### config.mk
export PLATFORM = sky130hd
export DESIGN_NAME = dds_ctrl
export DESIGN_NICKNAME = d
export VERILOG_FILES = /design/src/sv/dds_pkg.sv /design/src/sv/dds_ctrl.sv
export SDC_FILE = /design/constraint.sdc
export NUM_CORES = 1
export LEC_CHECK = 0
export BUFFER_PORTS_ARGS = -buffer_cell sky130_fd_sc_hd__buf_2
export CORE_MARGIN = 5
export CORE_UTILIZATION = 25
export DETAILED_ROUTE_END_ITERATION = 7
export PLACE_DENSITY = 0.54
export SYNTH_ARGS = -nofsm -noshare
export SYNTH_HDL_FRONTEND = slang
export SYNTH_SLANG_ARGS = --single-unit
### constraint.sdc
create_clock -name clk -period 1.3 [get_ports clk]
set_input_delay 0.13 -clock clk [delete_from_list [all_inputs] [get_ports clk]]
set_output_delay 0.13 -clock clk [all_outputs]
set_load 0.02 [all_outputs]
### src/sv/dds_pkg.sv
// Shared types and constants for the diagonal dominance shift block.
package dds_pkg;

    localparam int DIM_W      = 7;
    localparam int OFFSET_W   = 31;
    localparam int CFG_DATA_W = 32;
    localparam int CFG_IDX_W  = 1;
    localparam int NEWDIAG_W  = 40;
    localparam int INDEX_W    = 6;
    localparam int ENTRY_W    = 32;

    localparam logic [DIM_W-1:0] DIM_RESET = 7'd64;

    // configuration register indexes
    localparam logic [CFG_IDX_W-1:0] CFG_DIM    = 1'b0;
    localparam logic [CFG_IDX_W-1:0] CFG_OFFSET = 1'b1;

    typedef struct packed {
        logic [INDEX_W-1:0]        row_index;
        logic [INDEX_W-1:0]        col_index;
        logic signed [ENTRY_W-1:0] entry_value;
        logic                      final_entry;
    } entry_t;

    typedef struct packed {
        logic [INDEX_W-1:0]   diag_index;
        logic [NEWDIAG_W-1:0] new_diagonal;
        logic                 last_result;
    } result_t;

    // controller -> datapath
    typedef struct packed {
        logic load;
        logic acc;
        logic em_rd;
        logic em_sub;
        logic em_load;
        logic cnt_clr;
        logic cnt_inc;
        logic clr;
    } cmd_t;

    // datapath -> controller
    typedef struct packed {
        logic final_flag;
        logic last_idx;
        logic out_free;
    } sts_t;

endpackage

### src/sv/dds_ctrl.sv
// Controller state machine: accumulate sequencing and result walk.
module dds_ctrl
    import dds_pkg::*;
(
    input  logic clk,
    input  logic rst_n,
    input  logic entry_valid,
    output logic entry_ready,
    input  sts_t sts,
    output cmd_t cmd
);

    typedef enum logic [4:0] {
        ST_IDLE   = 5'b00001,
        ST_ACC    = 5'b00010,
        ST_EM_RD  = 5'b00100,
        ST_EM_SUB = 5'b01000,
        ST_EM_OUT = 5'b10000
    } state_t;

    state_t state_reg;
    state_t state_next;

    always_comb
    begin
        state_next  = state_reg;
        cmd         = '0;
        entry_ready = 1'b0;
        case (state_reg)
            ST_IDLE:
            begin
                entry_ready = 1'b1;
                if (entry_valid)
                begin
                    cmd.load   = 1'b1;
                    state_next = ST_ACC;
                end
            end
            ST_ACC:
            begin
                cmd.acc = 1'b1;
                if (sts.final_flag)
                begin
                    cmd.cnt_clr = 1'b1;
                    state_next  = ST_EM_RD;
                end
                else
                begin
                    state_next = ST_IDLE;
                end
            end
            ST_EM_RD:
            begin
                cmd.em_rd  = 1'b1;
                state_next = ST_EM_SUB;
            end
            ST_EM_SUB:
            begin
                cmd.em_sub = 1'b1;
                state_next = ST_EM_OUT;
            end
            ST_EM_OUT:
            begin
                if (sts.out_free)
                begin
                    cmd.em_load = 1'b1;
                    if (sts.last_idx)
                    begin
                        cmd.clr    = 1'b1;
                        state_next = ST_IDLE;
                    end
                    else
                    begin
                        cmd.cnt_inc = 1'b1;
                        state_next  = ST_EM_RD;
                    end
                end
            end
            default:
            begin
                state_next = ST_IDLE;
            end
        endcase
    end

    always_ff @(posedge clk or negedge rst_n)
    begin
        if (!rst_n)
        begin
            state_reg <= ST_IDLE;
        end
        else
        begin
            state_reg <= state_next;
        end
    end

    a_final_starts_walk: assert property (@(posedge clk) disable iff (!rst_n)
        (state_reg == ST_ACC && sts.final_flag) |=> state_reg == ST_EM_RD)
        else $error("final word did not start the result walk");

    a_clear_on_last: assert property (@(posedge clk) disable iff (!rst_n)
        cmd.clr |-> (sts.last_idx && cmd.em_load))
        else $error("stores cleared before the last result");

    a_hold_on_stall: assert property (@(posedge clk) disable iff (!rst_n)
        (state_reg == ST_EM_OUT && !sts.out_free) |=> state_reg == ST_EM_OUT)
        else $error("result walk advanced while output was blocked");

endmodule

Yosys cells after proc, flatten, opt, wreduce, memory -nomap -nowiden
Index checks and enable logic that the tools add are counted.
Storage, ports and cells
  memories: 0
  memory bits (writable): 0
  bits in registers: 5
  latch bits: 0
  output and inout port bits: 9
  logic and storage cells: 28
  ROM bits: 0
  bits of input ports: 6
Cells by class
  add/sub/neg operators: 0
  eq/ne operators: 7
  mux-type cells: 19
  bitwise gates (word level): 0
  shifts and indexed selects: 0
  multiply operators: 0
  $lt $le $gt $ge: 0
  reduce and logical (&&, ||, !) cells: 1
  divide/modulo/power cells: 0
Operators with widths (count)
  $pmux 5 s5: 1
  $mux 1: 12
  $mux 5: 2
  $mux 3: 2
  $eq 5x1->1 const B: 1
  $eq 5x2->1 const B: 1
  $eq 5x3->1 const B: 1
  $eq 5x4->1 const B: 1
  $eq 5x5->1 const B: 1
  $mux 2: 2
  $ne 2x2->1 const B: 2
  $reduce_and 2->1: 1

Depth between registers and ports, before layout
  depth after elaboration: 3
  mapped depth: 5
  mapped depth without buffers: 4

Worst setup path before layout
OpenSTA, ideal clock, no wires.
  path kind: register to output
  start: register state_reg[1]
  end: output cmd[1] (netlist name)
  path slack: -0.257 ns
  path buffers: 1
  cell stages (with the launch flop): 6
  data arrival time: 1.427 ns
  data required time: 1.170 ns
  cells stage by stage: dfrtp_1 buf_6 or3_4 nor3b_2 and2_2 and2b_1
RTL lines
  start: declaration: RTL line dds_ctrl.sv:21  | state_t state_reg;
  start signal: assignment: RTL line dds_ctrl.sv:94  | state_reg <= state_next;
  end: declaration: RTL line dds_ctrl.sv:10  | output cmd_t cmd

==> flow_summary.ini <==
[setup_path]
r2r_start = state_reg[0]
worstSetupStartpoint = state_reg[3]
timing.rr.end = state_reg[2]
crit_buf_inv = 1
crit_type = flip-flop to primary output
rr_worst_depth = 7
required_ps = 1170
cp-start-kind = flip-flop
crit_family = simple AND/OR/NAND/NOR gates
crit_path_max_incr_delay_ps = 380
crit_slowest_cell = or3_4
critPathMaxFanout = 2
critPathCaptureType = primary output
rrSetupSlack_ps = -230
arrival_ps = 1570
crit_chain = or3_4 -> nor3b_2 -> and2_4 -> and2b_2 -> buf_6

[place]
io_buffers = 14
place_inst = 73
hpwl_um = 697
dpl_cell_area_um2 = 473
place.gp.congestion = 0.789

[timing]
fin_skew_ps = 1.64
setup_tns_ps = -2660
period_share_pct = 131
rsz0062_at_grt = true
setup_viol = 12
fmaxAchievable_ghz = 0.587
tightest_slew_ps = 216
hold_viol = 0
worst_slack_ps = -405
fin_crit_ps = 1700
whs_ps = 128
slew_violations = 0
slew_headroom_pct = 85.5

[finish]
multi_input_area_um2 = 244
register_area_um2 = 126
drive_gt1_share_pct = 63.8
finalNonFillerCells = 84
diodes = 0
fill_cells = 136
largest_reg_flops = 5
nNetsFinal = 76
design_area_um2 = 643
syn_to_final_growth_pct = 87.6

[synth]
seq_area_frac_synth_pct = 36.9
synth_area_um2 = 343
yosys_warnings = 0
postSynthCellCount = 39
synth_top_area_cell = dfrtp_1
ys_ff_latch = 5
synth_top_area_share_pct = 29.2
syn_nets = 45
synth.avg_cell_area_um2 = 8.79
yosys.cell_types.count = 21
synth.area.top_cells = dfrtp_1, dfstp_2, nor2_1

[clock_tree]
clock_sinks = 5
htreeDepth = 1
root_buffer = clkbuf_4
clk_pin_slew_ps = 40
worst_skew_pair.late_latency_ps = 240
clk_path_buf_depth = 2
cts_buffers = 3
cts_tree = built

[global_routing]
grt_antenna_before_repair = 0
grt_max_degree = 8
grt_usage_pct = 10.8
grt_remaining_overflow = 0
grt_pass1_vias = 409
grt_pass1_wl_um = 1610

[floorplan]
core_um2 = 1300
die_w_um = 47.0
rows = 13
fp.dieH_um = 47.0
ioPinCount = 15
start_util_pct = 26.3
die-area_um2 = 2210

[worst_hold_path]
holdPathStages = 2
min-delay-start = entry_valid
min_to = state_reg[1]
hp-class = input port to flip-flop

[drt]
drc = 0
via_per_inst = 4.56
vias = 383
wire_per_inst_um = 10.9
drt_pass1_iterations = 2
drt_iter0_drc = 4
drt_wl_total_um = 917
ant_nets = 0

[outcome]
violations = setup timing
status = finished, violations left

[power_and_ir_drop]
leakage_nw = 0.314
p_clk_share_pct = 15.0
peakVddDrop_mv = 1.15
pwr-share-comb_pct = 66.0
p_int_w = 0.000779
power_density_nw_per_um2 = 1840
power_frac_seq_pct = 19.0
p_sw_share_pct = 34.2
p_total_w = 0.00118
p_sw_w = 0.000405

[job]
maxCapViolCount = 0
[worst max-delay path by stage]
stage	to	slack, ps	depth (start not counted)
finish	cmd[1]	-400	5
global route	cmd[1]	-480	5
CTS	cmd[1]	-440	5
detailed placement	cmd[1]	-210	5
global placement	cmd[1]	-180	5
floorplan	cmd[1]	-200	5
[stage by stage]
| step | worst slack [ps] | utilization, % |
|---|---|---|
| finish | -405 | 49.4 |
| CTS | -438 | 46.9 |
| detailed placement | -214 | 36.3 |
| floorplan | -202 | - |
| global route | -478 | 49.4 |
| global placement | -178 | 36.3 |
[cell families (layout without fill, tap and decap cells)]
| family | Yosys count | count (layout) | share of synthesized area [%] |
|---|---|---|---|
| flops | 5 | 5 | 36.9 |
| buf+inv | 1 | 31 | 3.28 |
| xor+xnor | 1 | 1 | 2.56 |
| simple gates | 25 | 25 | 44.5 |
| compound gates | 7 | 7 | 12.8 |
[synthesized netlist by cell type]
library cell	number
and2_1	3
o21ai_0	3
nor3b_1	2
or2_2	1
dfrtp_1	4
nand2b_1	1
buf_6	1
a21oi_1	1
nor3_1	1
nor3b_2	1
and2_2	1
nand2_1	1
nand3b_1	1
and3_1	4
dfstp_2	1
a31oi_1	2
nor2_1	7
xor2_1	1
o221a_2	1
or3_4	1
and2b_1	1
[worst reg2reg max path, delay by kind of cell (launching register included)]
family / cells / cell delay, ps
buf+inv: 3 / 330
flops: 1 / 520
compound gates: 1 / 210
simple gates: 3 / 350
[power by group through the flow]
stage / clock network (W) / registers (W) / logic [W]
4_1_cts: 0.000180 / 0.000224 / 0.000704
2_1_floorplan: 0 / 0.000239 / 0.000295
3_3_place_gp: 0 / 0.000227 / 0.000474
3_5_place_dp: 0 / 0.000227 / 0.000479
6_report: 0.000177 / 0.000225 / 0.000782
5_1_grt: 0.000200 / 0.000228 / 0.000846
[metal layers]
metal  share of wire (%)  global-route usage, %
met1                  41                   12.0
met3                 1.5                   2.30
met5                   0                      0
met2                  57                   17.9
met4                   0                   8.29
[final cells by class]
type | count | area share (%)
tap | 15 | 2.92
timing repair buffer | 27 | 35.4
sequential | 5 | 19.6
multi-input combinational | 33 | 37.9
clock buffer | 4 | 4.09
[cell usage in the layout (no fill, tap or decap), types with 2 or more instances in the layout]
master / instances
o21ai_1: 2
and2_4: 3
dfrtp_1: 4
nor3b_2: 2
and3_4: 2
buf_6: 10
nor2_1: 6
a31oi_1: 2
buf_2: 6
clkbuf_4: 3
buf_4: 10
[repair_timing]
item | in CTS | in global routing
endpoints found under the setup margin | 11 | 12
endpoints found under the hold margin | 5 | 0
gates resized for setup | 23 | 6
pin swaps | 8 | 4
hold buffers | 1 | 0
buffers inserted | 5 | 3
No activity file was read; power rests on OpenSTA's default activity.
